### config.mk
export PLATFORM = sky130hd
export DESIGN_NAME = sexpr_token_scanner
export DESIGN_NICKNAME = d
export VERILOG_FILES = /design/src/rtl/core/stx_pkg.sv /design/src/rtl/core/stx_step.sv /design/src/rtl/core/stx_fifo.sv /design/src/rtl/core/sexpr_token_scanner.sv
export SDC_FILE = /design/constraint.sdc
export NUM_CORES = 1
export LEC_CHECK = 0
export ABC_AREA = 1
export BUFFER_PORTS_ARGS = -buffer_cell sky130_fd_sc_hd__buf_2
export CAP_MARGIN = 0
export CORE_AREA = 2 2 95 78
export DETAILED_ROUTE_END_ITERATION = 8
export DIE_AREA = 0 0 97 80
export PLACE_DENSITY = 0.83
export RECOVER_POWER = 25
export SYNTH_ARGS = -nofsm -noshare
export SYNTH_HDL_FRONTEND = slang
export SYNTH_SLANG_ARGS = --single-unit
### constraint.sdc
create_clock -name clk -period 3.6 [get_ports clk]
set_input_delay 0.18 -clock clk [delete_from_list [all_inputs] [get_ports clk]]
set_output_delay 0.18 -clock clk [all_outputs]
set_load 0.02 [all_outputs]
### src/rtl/core/stx_pkg.sv
// stx_pkg: types, character codes and classifier functions for the
// S-expression token scanner. No dependencies.

package stx_pkg;

  localparam int FIFO_DEPTH = 4;
  localparam int PTR_W      = $clog2(FIFO_DEPTH);
  localparam int CNT_W      = $clog2(FIFO_DEPTH + 1);

  localparam logic [7:0] CH_NUL    = 8'h00;
  localparam logic [7:0] CH_TAB    = 8'h09;
  localparam logic [7:0] CH_NL     = 8'h0A;
  localparam logic [7:0] CH_SPACE  = 8'h20;
  localparam logic [7:0] CH_QUOTE  = 8'h22;
  localparam logic [7:0] CH_LPAREN = 8'h28;
  localparam logic [7:0] CH_RPAREN = 8'h29;
  localparam logic [7:0] CH_PLUS   = 8'h2B;
  localparam logic [7:0] CH_MINUS  = 8'h2D;
  localparam logic [7:0] CH_DOT    = 8'h2E;
  localparam logic [7:0] CH_ZERO   = 8'h30;
  localparam logic [7:0] CH_NINE   = 8'h39;
  localparam logic [7:0] CH_SEMI   = 8'h3B;

  typedef enum logic [1:0] {
    MODE_IDLE = 2'd0,
    MODE_ATOM = 2'd1,
    MODE_STR  = 2'd2
  } mode_t;

  typedef enum logic [2:0] {
    CLS_START = 3'd0,
    CLS_SIGN  = 3'd1,
    CLS_DIG   = 3'd2,
    CLS_DBL   = 3'd3,
    CLS_LDOT  = 3'd4,
    CLS_REJ   = 3'd5
  } cls_t;

  typedef enum logic [3:0] {
    K_NONE   = 4'd0,
    K_LPAREN = 4'd1,
    K_RPAREN = 4'd2,
    K_DOT    = 4'd3,
    K_STRING = 4'd4,
    K_INT    = 4'd5,
    K_DOUBLE = 4'd6,
    K_SYMBOL = 4'd7,
    K_EOF    = 4'd8,
    K_LEXERR = 4'd9
  } kind_t;

  typedef struct packed {
    kind_t      token_kind;
    logic [7:0] text_byte;
    logic       byte_valid;
    logic       token_end;
  } result_t;

  // up to two results produced by one input item
  typedef struct packed {
    logic [1:0] n;
    result_t    r0;
    result_t    r1;
  } push_t;

  function automatic result_t mk_res(kind_t k, logic [7:0] b, logic bv, logic te);
    result_t r;
    r.token_kind = k;
    r.text_byte  = b;
    r.byte_valid = bv;
    r.token_end  = te;
    return r;
  endfunction

  function automatic logic is_digit(logic [7:0] c);
    return (c >= CH_ZERO) && (c <= CH_NINE);
  endfunction

  function automatic logic is_delim(logic [7:0] c);
    return (c == CH_SPACE) || (c == CH_NL) || (c == CH_TAB) || (c == CH_LPAREN) ||
           (c == CH_RPAREN) || (c == CH_QUOTE) || (c == CH_SEMI);
  endfunction

  function automatic cls_t class_next(cls_t s, logic [7:0] c);
    cls_t n;
    n = CLS_REJ;
    case (s)
      CLS_START: begin
        if ((c == CH_PLUS) || (c == CH_MINUS)) n = CLS_SIGN;
        else if (is_digit(c))                  n = CLS_DIG;
        else if (c == CH_DOT)                  n = CLS_LDOT;
      end
      CLS_SIGN: begin
        if (is_digit(c))      n = CLS_DIG;
        else if (c == CH_DOT) n = CLS_LDOT;
      end
      CLS_DIG: begin
        if (is_digit(c))      n = CLS_DIG;
        else if (c == CH_DOT) n = CLS_DBL;
      end
      CLS_DBL, CLS_LDOT: begin
        if (is_digit(c)) n = CLS_DBL;
      end
      default: n = CLS_REJ;
    endcase
    return n;
  endfunction

  function automatic kind_t atom_kind(cls_t s);
    kind_t k;
    case (s)
      CLS_DIG: k = K_INT;
      CLS_DBL: k = K_DOUBLE;
      default: k = K_SYMBOL;
    endcase
    return k;
  endfunction

endpackage

### src/rtl/core/stx_step.sv
// stx_step: scanner automaton, one character step.
// Next mode/classifier and up to two results. Depends on stx_pkg.

module stx_step import stx_pkg::*; (
  input  mode_t      mode,
  input  cls_t       cls,
  input  logic [7:0] char_in,
  input  logic       end_of_input,
  output mode_t      mode_nxt,
  output cls_t       cls_nxt,
  output push_t      push
);

  logic    idle_v;
  result_t idle_r;
  mode_t   idle_mode;
  cls_t    idle_cls;

  // handling of a character seen between tokens
  always_comb begin
    idle_v    = 1'b1;
    idle_r    = mk_res(K_NONE, char_in, 1'b1, 1'b0);
    idle_mode = MODE_IDLE;
    idle_cls  = CLS_START;
    case (char_in)
      CH_NUL, CH_SPACE, CH_NL, CH_TAB: idle_v = 1'b0;
      CH_LPAREN: idle_r = mk_res(K_LPAREN, char_in, 1'b1, 1'b1);
      CH_RPAREN: idle_r = mk_res(K_RPAREN, char_in, 1'b1, 1'b1);
      CH_DOT:    idle_r = mk_res(K_DOT, char_in, 1'b1, 1'b1);
      CH_QUOTE: begin
        idle_v    = 1'b0;
        idle_mode = MODE_STR;
      end
      default: begin
        idle_mode = MODE_ATOM;
        idle_cls  = class_next(CLS_START, char_in);
      end
    endcase
  end

  // next state
  always_comb begin
    mode_nxt = mode;
    cls_nxt  = cls;
    if (end_of_input) begin
      mode_nxt = MODE_IDLE;
      cls_nxt  = CLS_START;
    end else begin
      unique case (mode)
        MODE_STR: begin
          if (char_in == CH_QUOTE) mode_nxt = MODE_IDLE;
        end
        MODE_ATOM: begin
          if (!is_delim(char_in)) begin
            cls_nxt = class_next(cls, char_in);
          end else begin
            mode_nxt = idle_mode;
            cls_nxt  = idle_cls;
          end
        end
        default: begin
          mode_nxt = idle_mode;
          cls_nxt  = (idle_mode == MODE_ATOM) ? idle_cls : cls;
        end
      endcase
    end
  end

  // results
  always_comb begin
    push.n  = 2'd0;
    push.r0 = mk_res(K_NONE, 8'h00, 1'b0, 1'b0);
    push.r1 = mk_res(K_NONE, 8'h00, 1'b0, 1'b0);
    if (end_of_input) begin
      unique case (mode)
        MODE_STR: begin
          push.n  = 2'd1;
          push.r0 = mk_res(K_LEXERR, 8'h00, 1'b0, 1'b1);
        end
        MODE_ATOM: begin
          push.n  = 2'd2;
          push.r0 = mk_res(atom_kind(cls), 8'h00, 1'b0, 1'b1);
          push.r1 = mk_res(K_EOF, 8'h00, 1'b0, 1'b1);
        end
        default: begin
          push.n  = 2'd1;
          push.r0 = mk_res(K_EOF, 8'h00, 1'b0, 1'b1);
        end
      endcase
    end else begin
      unique case (mode)
        MODE_STR: begin
          push.n  = 2'd1;
          if (char_in == CH_QUOTE) push.r0 = mk_res(K_STRING, 8'h00, 1'b0, 1'b1);
          else                     push.r0 = mk_res(K_NONE, char_in, 1'b1, 1'b0);
        end
        MODE_ATOM: begin
          if (!is_delim(char_in)) begin
            push.n  = 2'd1;
            push.r0 = mk_res(K_NONE, char_in, 1'b1, 1'b0);
          end else begin
            // atom closes, the delimiter may give a second item
            push.n  = idle_v ? 2'd2 : 2'd1;
            push.r0 = mk_res(atom_kind(cls), 8'h00, 1'b0, 1'b1);
            push.r1 = idle_r;
          end
        end
        default: begin
          push.n  = idle_v ? 2'd1 : 2'd0;
          push.r0 = idle_r;
        end
      endcase
    end
  end

endmodule

### src/rtl/core/stx_fifo.sv
// stx_fifo: small result queue, up to two writes and one read per cycle.
// Depends on stx_pkg.

module stx_fifo import stx_pkg::*; (
  input  logic    clk,
  input  logic    rst_n,
  input  push_t   push,
  output logic    room2,
  output logic    out_valid,
  input  logic    out_ready,
  output result_t out_res
);

  result_t            mem_r [FIFO_DEPTH];
  logic [PTR_W-1:0]   wr_ptr_r, wr_ptr_nxt;
  logic [PTR_W-1:0]   rd_ptr_r, rd_ptr_nxt;
  logic [CNT_W-1:0]   count_r, count_nxt;
  logic               pop;
  logic [PTR_W-1:0]   wr_ptr_p1;

  assign out_valid = (count_r != '0);
  assign out_res   = mem_r[rd_ptr_r];
  assign pop       = out_valid && out_ready;
  assign room2     = (count_r <= CNT_W'(FIFO_DEPTH - 2));
  assign wr_ptr_p1 = wr_ptr_r + PTR_W'(1);

  always_comb begin
    wr_ptr_nxt = wr_ptr_r + PTR_W'(push.n);
    rd_ptr_nxt = rd_ptr_r + PTR_W'(pop);
    count_nxt  = count_r + CNT_W'(push.n) - CNT_W'(pop);
  end

  always_ff @(posedge clk) begin
    if (push.n != 2'd0) mem_r[wr_ptr_r]  <= push.r0;
    if (push.n == 2'd2) mem_r[wr_ptr_p1] <= push.r1;
  end

  always_ff @(posedge clk) begin
    if (!rst_n) begin
      wr_ptr_r <= '0;
      rd_ptr_r <= '0;
      count_r  <= '0;
    end else begin
      wr_ptr_r <= wr_ptr_nxt;
      rd_ptr_r <= rd_ptr_nxt;
      count_r  <= count_nxt;
    end
  end

  a_count_max: assert property (@(posedge clk) disable iff (!rst_n)
    count_r <= CNT_W'(FIFO_DEPTH))
    else $error("result queue count out of range");

  a_no_overflow: assert property (@(posedge clk) disable iff (!rst_n)
    (push.n != 2'd0) |-> (4'(count_r) + 4'(push.n) - 4'(pop) <= 4'(FIFO_DEPTH)))
    else $error("result queue overflow");

  a_push_shows: assert property (@(posedge clk) disable iff (!rst_n)
    (count_r == '0 && push.n != 2'd0) |=> out_valid)
    else $error("pushed item not visible");

  a_ptr_gap: assert property (@(posedge clk) disable iff (!rst_n)
    (count_r != '0 && count_r != CNT_W'(FIFO_DEPTH)) |-> (wr_ptr_r != rd_ptr_r))
    else $error("pointers disagree with count");

endmodule

### src/rtl/core/sexpr_token_scanner.sv
// sexpr_token_scanner: streaming S-expression tokenizer, top level.
// Uses stx_pkg, stx_step and stx_fifo.
//
// Input channel in_*: one character per item in in_tdata[7:0]; in_tlast
// marks end of input (no character carried). Result channel out_*: text
// bytes of atoms and strings stream out as they arrive, and an item with
// out_tlast set closes each token and carries its kind in out_tuser.
// Each input item gives zero, one or two result items.
// Path: an accepted item is held in the input register, its results are
// written into a four-entry result queue once two queue slots are free,
// and out_tvalid rises once the queue holds an item.
// Throughput: one input item per cycle while each item gives at most one
// result and the receiver keeps up; an item that gives two results (atom
// closed by a paren or by a semicolon that starts a new atom, or end of
// input with an open atom) puts both into the queue for the single port.
// The step waits while fewer than two queue slots are free, so a stalled
// receiver drops in_tready while the input item waits; nothing is lost.
// Reset: synchronous, active low; scanner returns to between tokens, queue
// and input register empty.

module sexpr_token_scanner import stx_pkg::*; (
  input  logic        clk,
  input  logic        rst_n,
  input  logic        in_tvalid,
  output logic        in_tready,
  input  logic [7:0]  in_tdata,   // [7:0] char_in
  input  logic        in_tlast,   // end_of_input
  output logic        out_tvalid,
  input  logic        out_tready,
  output logic [15:0] out_tdata,  // [7:0] text_byte, [8] byte_valid, [15:9] zero
  output logic [3:0]  out_tuser,  // [3:0] token_kind
  output logic        out_tlast   // token_end
);

  logic       in_v_r, in_v_nxt;
  logic [7:0] char_r;
  logic       eoi_r;
  mode_t      mode_r, mode_nxt;
  cls_t       cls_r, cls_nxt;
  push_t      step_push, push;
  logic       room2;
  logic       step_go;
  result_t    out_res;

  assign step_go   = in_v_r && room2;
  assign in_tready = !in_v_r || room2;

  always_comb begin
    in_v_nxt = in_v_r;
    if (in_tvalid && in_tready) in_v_nxt = 1'b1;
    else if (step_go)           in_v_nxt = 1'b0;
  end

  always_ff @(posedge clk) begin
    if (in_tvalid && in_tready) begin
      char_r <= in_tdata;
      eoi_r  <= in_tlast;
    end
  end

  stx_step u_step (
    .mode         (mode_r),
    .cls          (cls_r),
    .char_in      (char_r),
    .end_of_input (eoi_r),
    .mode_nxt     (mode_nxt),
    .cls_nxt      (cls_nxt),
    .push         (step_push)
  );

  always_comb begin
    push = step_push;
    if (!step_go) push.n = 2'd0;
  end

  always_ff @(posedge clk) begin
    if (!rst_n) begin
      in_v_r <= 1'b0;
      mode_r <= MODE_IDLE;
      cls_r  <= CLS_START;
    end else begin
      in_v_r <= in_v_nxt;
      if (step_go) begin
        mode_r <= mode_nxt;
        cls_r  <= cls_nxt;
      end
    end
  end

  stx_fifo u_fifo (
    .clk       (clk),
    .rst_n     (rst_n),
    .push      (push),
    .room2     (room2),
    .out_valid (out_tvalid),
    .out_ready (out_tready),
    .out_res   (out_res)
  );

  assign out_tdata = {7'd0, out_res.byte_valid, out_res.text_byte};
  assign out_tuser = out_res.token_kind;
  assign out_tlast = out_res.token_end;

endmodule

* After elaboration in Yosys (flattened, before gate mapping)
Memory sizes are Yosys's and may differ from the RTL's. A register that Yosys moved wholly into a read port is not among the register bits. Cells that the tools add are included.
Cells by class: add/subtract/negate cells 5, multiply operators 0, divide/modulo/power cells 0, magnitude comparators 3, equality and inequality tests 21, shift-type cells 0, muxes and demuxes 39, bitwise gates (word level) 0, reduce and logical (&&, ||, !) cells 25
Operator list (number):
- 8-bit by 6-bit equality test with 1-bit output (second input constant) | 8
- 16-bit one-hot mux with 2 select lines | 2
- 12-bit one-hot mux with 3 select lines | 1
- 3-bit 2-to-1 mux | 11
- 30-bit 2-to-1 mux | 1
- 14-bit 2-to-1 mux | 2
- 8-bit by 4-bit equality test with 1-bit output (second input constant) | 2
- 16-bit 2-to-1 mux | 1
- 13-bit 2-to-1 mux | 1
- 12-bit 2-to-1 mux | 1
- 2-bit 2-to-1 mux | 6
- 2-bit one-hot mux with 2 select lines | 3
- 3-bit one-hot mux with 4 select lines | 1
- 8-bit by 6-bit greater-or-equal comparator with 1-bit output (second input constant) | 1
- 8-bit by 6-bit less-or-equal comparator with 1-bit output (second input constant) | 1
- 8-bit zero test | 1
- 1-bit logical OR | 8
- 1-bit 2-to-1 mux | 8
- 8-bit OR reduction | 1
- 7-bit OR reduction | 1
- 3-bit by 2-bit equality test with 1-bit output (second input constant) | 2
- 3-bit by 2-bit inequality test with 1-bit output (second input constant) | 2
- 3-bit one-hot mux with 2 select lines | 1
- 3-bit AND reduction | 2
- other kinds (18) | 25
Word-level totals: flip-flop bits (word level) 22, bits in latches 0, memory bits (writable) 56, memory bits (read-only) 0, memories 1
Memories:
- u_fifo.mem_r | words 4, width 14, rd ports 1, clocked after memory_dff 1, write ports 2, RTL line stx_fifo.sv:14 | result_t mem_r [FIFO_DEPTH];

* Longest topological paths before layout
Gate-level depths: netlist of run 1.
depth after elaboration 14, depth in mapped cells 16

* Modules after synthesis
From an unflattened synthesis of run 1, not the netlist that was laid out.
Unflattened totals: cells, all modules 601, area total of the unflattened synthesis 4847.1 um^2
Modules (own cells, without submodules):
- stx_fifo | instances 1, cells each 331, area an instance 3238.1 um^2, seq. area each 1821.7 um^2
- stx_step | instances 1, cells each 211, area an instance 1012.2 um^2, seq. area each 0.0 um^2
- sexpr_token_scanner | instances 1, cells each 59, area an instance 596.8 um^2, seq. area each 390.4 um^2

* Least setup slack after synthesis of run 1
OpenSTA, ideal clock, no wires.
path kind flip-flop to flip-flop, start point reg char_r[4], end point reg u_fifo.count_r[2], library setup time 120 ps, arrival time 2220 ps, path slack 1260 ps, stages on the path, launching flop included 14, path buffers 0, cells stage by stage edfxtp_1 inv_2 nand2_2 nor2_4 nand3_1 nand2_1 nand3_2 a21oi_4 inv_2 ha_1 fa_1 xor2_1 inv_1 nor2_1
On the way: longest elaborated chain between the ends 13, elaborated cells on any way between the ends 23, those cells by class add/sub: 2; eq/ne: 7; mux: 6; reduce/logical: 8
Ends and longest elaborated chain:
- start, declared | RTL line sexpr_token_scanner.sv:36 | logic [7:0] char_r;
- start signal, assigned | RTL line sexpr_token_scanner.sv:56 | char_r <= in_tdata;
- 8-bit by 6-bit equality test with 1-bit output or 8-bit by 4-bit equality test with 1-bit output (tied branches) | RTL line stx_pkg.sv:80, stx_step.sv:25
- 1-bit logical OR (4 in series) | RTL line stx_pkg.sv:80 | return (c == CH_SPACE) || (c == CH_NL) || (c == CH_TAB) || (c == CH_LPAREN) ||
- 1-bit logical OR (2 in series) | RTL line stx_pkg.sv:81 | (c == CH_RPAREN) || (c == CH_QUOTE) || (c == CH_SEMI);
- 16-bit 2-to-1 mux | RTL line stx_step.sv:98 | if (!is_delim(char_in)) begin
- 16-bit one-hot mux with 2 select lines * | RTL line stx_step.sv:91 | unique case (mode)
- 30-bit 2-to-1 mux * | RTL line stx_step.sv:74 | if (end_of_input) begin
- 2-bit 2-to-1 mux * | RTL line sexpr_token_scanner.sv:73 | if (!step_go) push.n = 2'd0;
- 3-bit by 2-bit adder with 3-bit output * | RTL line stx_fifo.sv:30 | count_nxt = count_r + CNT_W'(push.n) - CNT_W'(pop);
- 3-bit by 1-bit subtractor with 3-bit output * | RTL line stx_fifo.sv:30
- end signal, assigned | RTL line stx_fifo.sv:46 | count_r <= count_nxt;
- end, declared | RTL line stx_fifo.sv:17 | logic [CNT_W-1:0] count_r, count_nxt;
Every way passes the cells marked *; elsewhere a longest branch is shown, timed or not. A chain may end at the register's enable or synchronous reset.

==> results of run 1 <==
==> Yosys cell counts (7+ instances only) <==
library cell | number | area (µm²)
sky130_fd_sc_hd__a21oi_1 | 23 | 115
sky130_fd_sc_hd__buf_4 | 7 | 52.6
sky130_fd_sc_hd__clkbuf_1 | 7 | 26.3
sky130_fd_sc_hd__dfxtp_1 | 17 | 340
sky130_fd_sc_hd__edfxtp_1 | 61 | 1830
sky130_fd_sc_hd__inv_1 | 43 | 161
sky130_fd_sc_hd__inv_2 | 9 | 33.8
sky130_fd_sc_hd__nand2_1 | 112 | 420
sky130_fd_sc_hd__nand2_2 | 10 | 62.6
sky130_fd_sc_hd__nand3_1 | 26 | 130
sky130_fd_sc_hd__nor2_1 | 72 | 270
sky130_fd_sc_hd__o21ai_0 | 36 | 180
sky130_fd_sc_hd__o22ai_1 | 30 | 188
==> worst register-to-register path, stage by stage (launching register included) <==
cell,delay [ps]
sky130_fd_sc_hd__edfxtp_1,440
sky130_fd_sc_hd__inv_1,220
sky130_fd_sc_hd__nand2_2,90
sky130_fd_sc_hd__nor2_4,170
sky130_fd_sc_hd__nand3_1,150
sky130_fd_sc_hd__nand2_1,140
sky130_fd_sc_hd__o21ai_0,100
sky130_fd_sc_hd__nand3_1,270
sky130_fd_sc_hd__nand2_1,220
sky130_fd_sc_hd__nand2_2,260
sky130_fd_sc_hd__nand2_1,460
==> cells by family after synthesis <==
family                     Yosys count  synth area share [%]
AOI/OAI and AO/OA                   97                  12.7
and+or+nand+nor                    245                  25.1
adders and majority gates            6                  1.94
buffers and inverters               75                  8.01
xor gates and xnor gates             5                  1.03
DFF                                 78                  51.1
other                                1                0.0882
==> sequential cells by signal, summed over array words and instances (netlist names) <==
signal and count:
char_r 8, cls_r 3, eoi_r 1, in_v_r 1
mode_r 2, u_fifo.count_r 3, u_fifo.mem_r 56, u_fifo.rd_ptr_r 2
u_fifo.wr_ptr_r 2
==> power by group through the flow <==
stage                     logic [mW]  registers [mW]  clock network [mW]
after floorplan                0.724            1.13                   0
after detailed placement       0.946            1.16                   0
final                          0.945            1.14               0.604
after CTS                      0.956            1.14               0.609
after global routing            1.05            1.15               0.645
after global placement         0.917            1.15                   0
==> path summary, 6_finish.rpt <==
path | startpoint | endpoint | depth (start not counted)
setup / recovery | char_r[4] | u_fifo.mem_r[3][4] | 10
setup reg to reg | char_r[4] | u_fifo.mem_r[3][4] | 10
hold / removal | in_tvalid | in_v_r | 3
hold reg to reg | u_fifo.mem_r[1][12] | u_fifo.mem_r[1][12] | 2
==> per-layer routing <==
layer	up-vias	global-route usage, %
met5	-	0
met4	0	6.76
met3	10	6.04
met2	162	46.3
met1	1657	34.0
li1	1768	-
==> final cells by class <==
| class | instances | area share [%] |
|---|---|---|
| clock inverters | 7 | 1.24 |
| flip-flops and latches | 78 | 46.8 |
| inverters | 55 | 4.45 |
| clock buffers | 9 | 2.67 |
| repair buffers | 38 | 4.90 |
| multi-input cells | 360 | 37.6 |
| well taps | 87 | 2.34 |
==> stage by stage <==
| stage | util [%] | power [mW] | hold WS [ps] |
|---|---|---|---|
| floorplan | - | 1.85 | 273 |
| global placement | 64.7 | 2.07 | 358 |
| detailed placement | 64.7 | 2.10 | 359 |
| CTS | 68.6 | 2.70 | 2.62 |
| global route | 68.4 | 2.84 | 103 |
| finish | 68.4 | 2.69 | 79.5 |
==> results summary, run 1 <==
The row count came out at 27. The netlist area before placement came out at 4250 µm². The worst slew slack as a fraction of its limit came out at 35.4%. In the layout the commonest cells are sky130_fd_sc_hd__nand2_1, sky130_fd_sc_hd__nor2_1, sky130_fd_sc_hd__edfxtp_1.

The sum of negative setup slack came out at 0 ps. After detailed routing, the average wire length per cell comes to ~16 µm. The routed design has approximately 10 mm of wire. The number of enable flip-flop cells after synthesis came out at ~60. The post-route standard cell area excluding fillers came out at 4640 µm². The final max-slew violation count came out at 0. The cell sitting at the root of the clock tree is a sky130_fd_sc_hd__clkbuf_8.

The quantity of hold-fixing buffers added after cts is 8. Setup slack on the worst reg-to-reg path comes out at 670 ps. The final critical delay including setup and external delays is 2930 ps.

The portion of total power attributed to combinational logic is between 30% and 40%. The placed wire-length estimate after detailed placement is ~7.3 mm. Traced cell by cell, the critical path runs through inv_1 -> nand2_2 -> nor2_4 -> nand3_1 -> nand2_1 -> o21ai_0 -> nand3_1 -> nand2_1 -> nand2_2 -> nand2_1. Buffers inserted during clock tree synthesis total 9.

STA classifies the critical path startpoint as a flip-flop. The reported max-cap violation count is 0. The most used flip-flop cell after synthesis is sky130_fd_sc_hd__edfxtp_1. VDD sags by at most 284 µV. Once the clock tree was built, the resizer swapped 0 gates to a different size. The run finished with clean final reports. The switching power is roughly 1.1 mW. After synthesis, flip-flops and latches occupy between 50% and 60% of the total area.

The post-CTS repair timing setup buffer count is 0. The initial utilization of the core area, before any placement, comes to between 60% and 70%. Of the total power, registers draw between 40% and 50%. The fraction of layout instances using a drive strength above 1 is 11.7%. The critical path is of the flip-flop to flip-flop type. The wire length on met1 is 4.27 mm.

Before CTS, the worst setup slack after placement is 866 ps. The number of sinks driven by the clock tree came out at 78. The static leakage came out at between 1.5 and 2 nW.

Entering global routing, the biggest net connects 30 pins. The clock-pin transition on the worst setup and hold timing paths came out at approximately 90 ps. Detailed routing inserted a total of approximately 3600 vias. The count of boundary I/O pins is 36. The clock reaches the later pin of the worst-skew pair after around 350 ps. Summing all placed instances gives a cell area of 4400 µm². Setup repair after global routing left no endpoint under its margin. The number of diodes added for antenna fixing is 0. The floorplan step defined a core boundary enclosing 6790 µm². The actual transition at the worst max-transition pin is a little under 1000 ps. The number of nets in the layout is 561. The total internal power came out at between 1.5 and 2 mW. The clock tree from TritonCTS is done.

The endpoint kind of the worst setup timing path is a flip-flop. The average instance area after synthesis came out at 8.38 µm². Based on the critical path, the design can be clocked at up to 0.341 GHz. After detailed routing, the met3 layer carries 834 µm of wire. The total die area is 7760 µm². Summing all flip-flop and latch instances after layout gives between 2000 and 2500 µm². Broken down by cell family, the worst path's largest delay share belongs to simple AND/OR/NAND/NOR gates.

The endpoint arrival time on the critical path came out at 2880 ps. The initial antenna violation count came out at 0. The final cycle utilization of the critical path came out at 81.5%. The slowest library cell on the worst path is sky130_fd_sc_hd__nand2_1. In the synthesized netlist the async set-or-reset flop fraction comes to 0%. CTS built an H-tree with a depth of 3. The global-route wire length before repair is around 16 mm. For this run, the slowest stage of the critical path takes 460 ps. In the detailed route, the total length drawn on met2 is approximately 4.8 mm. The global-route total usage across every layer came out at approximately a quarter. The final non-filler cell total is 634. The final weighted congestion in routability-driven placement is between 0.9 and 1. The die outline height is about 80 µm. The final setup slack of the worst path came out at 666 ps.

The setup clock skew after layout came out at about 10 ps. The net switching fraction of the power is between 30 and 40%. The largest fanout on the critical path is 13. The iteration count of the initial detailed-routing pass came out at 5.

The final setup violation count came out at 0. The die is approximately 97 µm wide. The layout has between 500 and 600 filler cells. By instance count, the cell type seen most on the critical path is sky130_fd_sc_hd__nand2_1.

The number of hold violations in the final report came out at 0. The count of buffers added on input and output ports is 28. The library cell used most frequently in the layout, excluding fill and tap cells, is sky130_fd_sc_hd__nand2_1. Including well taps, the total number of placed cells is ~610. The share of power burned in the clock network came out at 22.5%. In this run, distinct cell masters in the synthesized netlist total 34.

At the worst endpoint, the required time is around 3600 ps. In the routed layout, each cell is associated on average with a via count of 5.67. The starting DRC count in detailed routing is 348. The synthesis-to-finish area growth came out at 9.27%.

The buffer and inverter count on the worst path came out at 1. The multi-input logic area is 1750 µm². The type of the most critical hold path is primary input to flip-flop.

The uppermost signal routing layer after detailed routing is met4. The via count of the first global-routing pass came out at around 3400. The remaining global-route overflow came out at 0. The post-synthesis instance total came out at 507. The deepest clock path buffer count is 2. The count of nets left with antenna violations once routing finished came out at 0.

The power per cell area is just under 600 nW/µm². The remaining routing DRC violations is 0. The total of warnings raised by yosys is 0. The count of state elements after synthesis is 78.
(Power assumes the default switching activity.)
==> run 2, diff against run 1 <==
- ABC_AREA: 1 -> 0
- CORE_AREA: 2 2 95 78 -> 2 2 99 82
- DIE_AREA: 0 0 97 80 -> 0 0 101 84
- PLACE_DENSITY: 0.83 -> 0.78
- clock period: 3.6 -> 3 ns (I/O delays scaled with it)
==> results summary, run 2 <==
The run finished with clean final reports. The largest fanout on the critical path is 11 (-2). The required time of the critical path was 3200 ps (-350 ps).

The setup clock skew after layout was 7.74 ps (-2.67 ps). The remaining routing DRC violations came to 0 (unchanged). The die width is 101 µm (+4.1%). The most common cell in the synthesized netlist is sky130_fd_sc_hd__edfxtp_1. The area share of the leading cell type in the synthesized netlist came out at 41.9% (-1.2 points). Setup repair after global routing left no endpoint under its margin. The fmax came out at 0.357 GHz (+4.7%). The starting density of the core came to 57.4% (-5.2 points). The switching power came out at 1.15 mW (+7.5%). The number of distinct library cells after synthesis came to 67 (+97%). In the synthesized netlist the dominant register cell turns out to be sky130_fd_sc_hd__edfxtp_1. Of all cell types, the one taking the most synthesized area is sky130_fd_sc_hd__edfxtp_1. The worst setup path is captured at a flip-flop. The final cycle utilization of the critical path came out at 93.4% (+12 points). The number of diodes added for antenna fixing is 0 (unchanged). The part of the Yosys area used for sequential elements came out at 49.7% (-1.4 points).

The launch point of the worst path is mode_r[0]. The die outline height is 84 µm (+5.0%). The initial antenna violation count came out at 0 (unchanged). The standard cell core area is 7620 µm² (+12%). For hold timing, the worst endpoint is in_v_r. The count of fill cells added during filler insertion is 628 (+12%).

The number of hold violations in the final report is 0 (unchanged). The number of nets in the layout came out at 456 (-19%). The total clock buffers created by CTS came out at 9 (unchanged). The final non-filler cell total is 535 (-16%). The netlist area before placement came to 4370 µm² (+2.9%).

The fraction of registers with async set/reset is 0% (unchanged). The library cell used most frequently in the layout, excluding fill and tap cells, is sky130_fd_sc_hd__edfxtp_1. The total die area came to 8480 µm² (+9.3%). The iteration count of the initial detailed-routing pass came out at 5 (unchanged). The final weighted congestion in routability-driven placement is 0.932 (-5.3%).

Compared with the post-synthesis result, the final layout area differs by 12.4%. The final critical delay including setup and external delays came to 2800 ps (-132 ps). The global-route wire length before repair came out at 16.6 mm (+2.5%). The power per cell area is 664 nW/µm² (+15%).

The tightest min-delay check is of the primary input to flip-flop type. The reported max-cap violation count is 0 (unchanged). The total of warnings raised by yosys is 0 (unchanged).

The sum of negative setup slack came to 0 ps (unchanged). The global-route total usage across every layer was 25.5% (-1.1 points). The share of power burned in the clock network came out at 25.0% (+2.5 points). The final setup slack of the worst path came out at 197 ps (-468 ps). The endpoint arrival time on the critical path came out at 3000 ps (+120 ps). The number of enable flip-flop cells after synthesis is 61 (unchanged). The buffer type at the clock tree root is sky130_fd_sc_hd__clkbuf_8. The peak supply drop came out at 325 µV (+15%).

The number of instances in the placed design is 510 (-16%). The average instance area after synthesis came out at 11.1 µm² (+33%). The count of state elements after synthesis is 78 (unchanged). The reg-to-reg setup timing slack came out at 200 ps (-470 ps). The worst hold path startpoint is in_tvalid. The count of cells resized by post-cts repair was 0 (unchanged). The detailed-route wire length per cell is 18.9 µm (+20%).

The count of boundary I/O pins is 36 (unchanged). The clock-pin transition on the worst setup and hold timing paths is 80 ps (about the same). The placed wire-length estimate after detailed placement is 7.22 mm (-1.7%). The via count of the first global-routing pass came to 3258 (-4.0%).

The share of total power in sequential cells came out at 42.3% (about the same). The total internal power came out at 2.12 mW (+31%). The final setup violation count is 0 (unchanged). The total wirelength of the detailed-routed design is 10.1 mm (+1.7%). The depth of the CTS H-tree came out at 3 (unchanged). The clock tree from TritonCTS is done. By area the synthesized netlist is led by sky130_fd_sc_hd__edfxtp_1, sky130_fd_sc_hd__dfxtp_1, sky130_fd_sc_hd__mux4_2, sky130_fd_sc_hd__a21oi_1, sky130_fd_sc_hd__nand2_1.

The count of cells along the worst register-to-register path came to 9 (-1). The number of sinks driven by the clock tree is 78 (unchanged). The count of cells along the worst hold path came to 3 (unchanged). The net switching fraction of the power is 35.2% (-4.6 points).

The number of flip-flops in the largest register came out at 56 (unchanged). The starting DRC count in detailed routing came out at 312 (-10%). The remaining global-route overflow is 0 (unchanged).

The critical path is of the flip-flop to flip-flop type. STA classifies the critical path startpoint as a flip-flop. The static leakage is 1.65 nW (-17%). The ratio of routed vias to standard cells came to 6.39 (+13%). The count of antenna-violating nets left after detailed routing came to 0 (unchanged).

In the synthesized netlist, the cells that appear most often are sky130_fd_sc_hd__edfxtp_1, sky130_fd_sc_hd__nand2_1, sky130_fd_sc_hd__a21oi_1, sky130_fd_sc_hd__nor2_1. u_fifo.mem_r holds more flip-flops than any other register. In this run the critical register-to-register path is launched from mode_r[0].

The worst-skew pair later-pin latency was 370 ps (+20 ps). The deepest clock path buffer count is 2 (unchanged). The final max-slew violation count was 0 (unchanged). The post-synthesis instance total came to 393 (-22%). The utilization of the core after routing is 64.5% (-3.9 points). The actual transition at the worst max-transition pin is 774 ps (-195 ps). The count of input and output buffers came out at 28 (unchanged). The setup slack after placement came out at 209 ps (-658 ps). The fraction of layout instances using a drive strength above 1 came out at 17.9% (+6.2 points). The worst slew slack as a fraction of its limit came out at 48.3% (+13 points).

The row count is 29 (+7.4%). The worst register-to-register path ends at u_fifo.mem_r[1][11]. The portion of total power attributed to combinational logic came out at 32.7% (-2.5 points).

The maximum number of pins on one net before global-route repair is 18 (-40%). The top cell types in the final layout, fill and taps aside, are sky130_fd_sc_hd__edfxtp_1, sky130_fd_sc_hd__nand2_1, sky130_fd_sc_hd__buf_4. The total number of vias is 3416 (-5.0%).

The largest registers in the layout are u_fifo.mem_r (56), char_r (8).
## run 2: final cells by class
type / count / area [µm²] / area share [%]
Multi-Input combinational cell: 272 / 1980 / 40.3
Clock buffer: 9 / 124 / 2.52
Timing Repair Buffer: 61 / 385 / 7.84
Clock inverter: 7 / 78.8 / 1.60
Inverter: 15 / 56.3 / 1.15
Sequential cell: 78 / 2170 / 44.2
Tap cell: 93 / 116 / 2.37
## run 2: cells by family (layout without fill, tap and decap cells)
| logic type | Yosys count | count (layout) | synth area share [%] |
|---|---|---|---|
| XOR/XNOR | 10 | 10 | 2.00 |
| buffers and inverters | 49 | 92 | 5.47 |
| adder cells (fa/ha/maj) | 7 | 7 | 2.12 |
| AND/OR/NAND/NOR | 135 | 135 | 16.3 |
| flip-flops | 78 | 78 | 49.7 |
| AO/OA/AOI/OAI | 98 | 98 | 16.9 |
| other | 1 | 7 | 0.0858 |
| multiplexers | 15 | 15 | 7.44 |
## run 2: how the worst max path moves through the flow
| stage | to | slack, ps | cells past startpoint |
|---|---|---|---|
| 2_1_floorplan | u_fifo.mem_r[1][0] | 110 | 6 |
| 3_3_place_gp | u_fifo.count_r[2] | 270 | 8 |
| 3_5_place_dp | u_fifo.count_r[2] | 210 | 8 |
| 4_1_cts | u_fifo.mem_r[3][11] | 200 | 9 |
| 5_1_grt | u_fifo.mem_r[1][11] | 60 | 9 |
| 6_report | u_fifo.mem_r[1][11] | 200 | 9 |
## run 2: timing repair
item	4_1_cts	5_1_grt
setup endpoints to repair	0	0
hold buffers	9	0
setup buffers	0	0
endpoints found under the hold margin	9	0
## run 2: stage by stage
stage / hold WS [ps] / power, mW / instance area [µm²]
final: 32.0 / 3.26 / 4920
after global routing: 31.9 / 3.44 / 4920
after CTS: 22.0 / 3.30 / 4940
after detailed placement: 328 / 2.49 / 4650
after global placement: 327 / 2.46 / 4650
after floorplan: 249 / 2.19 / 4390
## run 2: per-layer routing
layer | GRT usage [%] | wire length (µm) | vias to the layer above
li1 | - | - | 1582
met3 | 6.03 | 850 | 17
met4 | 8.35 | 159 | 0
met1 | 35.7 | 4410 | 1642
met5 | 0 | 0 | -
met2 | 39.4 | 4720 | 175
## run 2: critical path, stage by stage (launching register included)
cell	delay, ps
sky130_fd_sc_hd__dfxtp_1	360
sky130_fd_sc_hd__inv_1	60
sky130_fd_sc_hd__ha_1	390
sky130_fd_sc_hd__or4_1	490
sky130_fd_sc_hd__nand4_1	120
sky130_fd_sc_hd__a221oi_2	50
sky130_fd_sc_hd__buf_4	170
sky130_fd_sc_hd__a21o_1	290
sky130_fd_sc_hd__or3_1	440
sky130_fd_sc_hd__o32ai_2	270
## run 2: power by group through the flow
stage | clock [mW] | sequential, mW | combinational, mW
after global placement | 0 | 1.40 | 1.06
after detailed placement | 0 | 1.41 | 1.08
final | 0.817 | 1.38 | 1.07
after global routing | 0.868 | 1.39 | 1.17
after floorplan | 0 | 1.36 | 0.829
after CTS | 0.824 | 1.38 | 1.09
==> run 3, diff against run 2 <==
- SETUP_SLACK_MARGIN: default -> 0.2
==> results summary, run 3 (same netlist as run 2, synthesis figures left out) <==
The synthesis-to-finish area growth came out at 13.3%. The peak supply drop is 324 µV (-0.18%). The worst setup path is of the flip-flop to flip-flop kind. The number of nets in the layout is 459 (+0.66%). The global-route total usage across every layer is 25.5% (unchanged). The worst slew slack as a fraction of its limit is 48.9% (+0.55 points). The required time of the critical path is 3190 ps (about the same). The endpoint kind of the worst setup timing path is a flip-flop. The count of fill cells added during filler insertion came to 624 (-0.64%).

The die outline height is 84 µm (unchanged). The setup clock skew after layout is 5.86 ps (-1.88 ps). The total internal power came out at 2.11 mW (-0.23%).

The remaining global-route overflow was 0 (unchanged). The clock-pin transition on the worst setup and hold timing paths came to 80 ps (about the same). The count of cells along the worst hold path came out at 3 (unchanged). In the final layout, the registers with the most flip-flops are u_fifo.mem_r (56), char_r (8). The most common cell after layout, fill and taps aside is sky130_fd_sc_hd__edfxtp_1.

The largest fanout on the critical path came out at 11 (unchanged). The portion of total power attributed to combinational logic came out at 32.7% (about the same). The depth of the CTS H-tree is 3 (unchanged).

The remaining routing DRC violations is 0 (unchanged). The power per cell area came out at 657 nW/µm² (-1.1%). The net switching fraction of the power came out at 35.1% (-0.035 points). The total clock buffers created by CTS is 9 (unchanged). The total number of vias came out at 3459 (+1.3%). The number of hold violations in the final report is 0 (unchanged).

The iteration count of the initial detailed-routing pass came out at 5 (unchanged). The starting DRC count in detailed routing came to 361 (+16%). The worst-skew pair later-pin latency came out at 370 ps (about the same). The count of input and output buffers is 28 (unchanged).

Ranked by flip-flop count, first place goes to u_fifo.mem_r. The placed wire-length estimate after detailed placement is 7.22 mm (unchanged). The number of sinks driven by the clock tree came out at 78 (unchanged).

The fraction of layout instances using a drive strength above 1 is 19.6% (+1.7 points). Leaving out fill and tap cells, the most frequent cells in the layout are sky130_fd_sc_hd__edfxtp_1, sky130_fd_sc_hd__nand2_1, sky130_fd_sc_hd__buf_4. The total wirelength of the detailed-routed design was 10.2 mm (+0.53%). The endpoint arrival time on the critical path came to 2870 ps (-130 ps). The share of total power in sequential cells came out at 42.3% (about the same).

The initial antenna violation count is 0 (unchanged). The type of the most critical hold path is primary input to flip-flop. The reported max-cap violation count came to 0 (unchanged). The startpoint kind of the worst setup timing path is a flip-flop. The tree is rooted in a sky130_fd_sc_hd__clkbuf_8.

The maximum number of pins on one net before global-route repair is 18 (unchanged). The final critical delay including setup and external delays is 2680 ps (-127 ps). The global-route wire length before repair is 16.6 mm (unchanged). The via count of the first global-routing pass came out at 3258 (unchanged). Traced cell by cell, the critical path runs through inv_1 -> ha_2 -> or4_1 -> nand4_1 -> a221oi_2 -> buf_4 -> a21o_2 -> or3_4 -> o32ai_2. The slowest library cell on the worst path is sky130_fd_sc_hd__or4_1. The static leakage came out at 1.64 nW (-0.41%). TritonCTS built the clock tree.

The fmax is 0.374 GHz (+4.8%). The minimum hold slack is 33.9 ps (+1.90 ps). The worst stage delay on the critical path is 470 ps (-20 ps).

The flow ran to the end, and the final reports show no timing, DRC or antenna violations. The utilization of the core after routing was 65.0% (+0.51 points). Setup repair after global routing could not meet its margin everywhere.

The count of cells along the worst register-to-register path was 9 (unchanged). The count of boundary I/O pins is 36 (unchanged). The final max-slew violation count was 0 (unchanged).

The sum of negative setup slack is 0 ps (unchanged). The number of flip-flops in the largest register came out at 56 (unchanged). The die width is 101 µm (unchanged).

The actual transition at the worst max-transition pin came out at 766 ps (-8.25 ps). The final cycle utilization of the critical path came out at 89.2% (-4.2 points). The final weighted congestion in routability-driven placement is 0.932 (unchanged). The detailed-route wire length per cell is 18.9 µm (about the same). The deepest clock path buffer count came out at 2 (unchanged). The standard cell core area came out at 7620 µm² (unchanged).

The starting density of the core is 57.4% (unchanged). The switching power came out at 1.14 mW (-0.38%). The final setup violation count is 0 (unchanged). The number of diodes added for antenna fixing was 0 (unchanged). The count of antenna-violating nets left after detailed routing came to 0 (unchanged).

The total die area came out at 8480 µm² (unchanged). The ratio of routed vias to standard cells came out at 6.43 (+0.69%). The share of power burned in the clock network was 25.0% (about the same). The row count is 29 (unchanged).
[run 3: cell count changes in the layout (fill, tap and decap cells not counted)]
| cell | before | now |
|---|---|---|
| sky130_fd_sc_hd__or3_1 | 4 | 3 |
| sky130_fd_sc_hd__ha_1 | 5 | 4 |
| sky130_fd_sc_hd__or3_4 | 0 | 1 |
| sky130_fd_sc_hd__nor3_2 | 0 | 1 |
| sky130_fd_sc_hd__nand2_1 | 27 | 26 |
| sky130_fd_sc_hd__a21o_1 | 3 | 2 |
| sky130_fd_sc_hd__buf_4 | 23 | 26 |
| sky130_fd_sc_hd__nor3_1 | 15 | 14 |
| sky130_fd_sc_hd__a21o_2 | 0 | 1 |
| sky130_fd_sc_hd__ha_2 | 0 | 1 |
| sky130_fd_sc_hd__nand2_2 | 3 | 4 |
[run 3: cell type report]
class	count	area [µm²]	share of cell area, %
multi-input cells	272	2000	40.4
clock inverters	7	78.8	1.59
inverters	15	56.3	1.14
clock buffers	9	124	2.50
repair buffers	64	408	8.23
flip-flops and latches	78	2170	43.8
well taps	93	116	2.35
[run 3: worst max-delay path: cells and delay by family, from the launching register on]
| kind | cells | cell delay [ps] |
|---|---|---|
| AND/OR/NAND/NOR | 3 | 990 |
| flip-flops | 1 | 360 |
| adder cells (fa/ha/maj) | 1 | 330 |
| AO/OA/AOI/OAI | 3 | 590 |
| buffers and inverters | 2 | 240 |
[run 3: final timing paths]
path                       startpoint                  end  slack (ps)
setup reg to reg            mode_r[0]  u_fifo.mem_r[3][11]         320
hold / removal              in_tvalid               in_v_r          30
hold reg to reg   u_fifo.mem_r[3][12]  u_fifo.mem_r[3][12]         480
setup / recovery            mode_r[0]  u_fifo.mem_r[3][11]         320
[run 3: power by group through the flow]
stage	sequential [mW]	clock [mW]	combinational, mW
global route	1.39	0.868	1.17
finish	1.38	0.814	1.06
CTS	1.38	0.824	1.09
global placement	1.40	0	1.06
floorplan	1.36	0	0.829
detailed placement	1.41	0	1.08
[run 3: stage by stage]
| step | instance area (µm²) | setup WS, ps | instances | power (mW) |
|---|---|---|---|---|
| 5_1_grt | 4950 | 182 | 538 | 3.43 |
| 4_1_cts | 4940 | 203 | 535 | 3.30 |
| 3_5_place_dp | 4650 | 209 | 510 | 2.49 |
| 2_1_floorplan | 4390 | 110 | 399 | 2.19 |
| 3_3_place_gp | 4650 | 266 | 510 | 2.46 |
| 6_report | 4950 | 325 | 538 | 3.25 |
[run 3: layer usage]
| layer | vias up | global-route usage, % | share of wire [%] |
|---|---|---|---|
| met5 | - | 0 | 0 |
| met2 | 169 | 39.4 | 46 |
| li1 | 1589 | - | - |
| met3 | 22 | 6.03 | 7.3 |
| met4 | 0 | 8.35 | 1.9 |
| met1 | 1679 | 35.7 | 44 |
[run 3: what timing repair did]
item,in CTS,in global routing
endpoints found under the hold margin,9,0
setup buffers,0,3
hold buffers,9,0
gates resized for setup,0,5
setup endpoints to repair,0,45
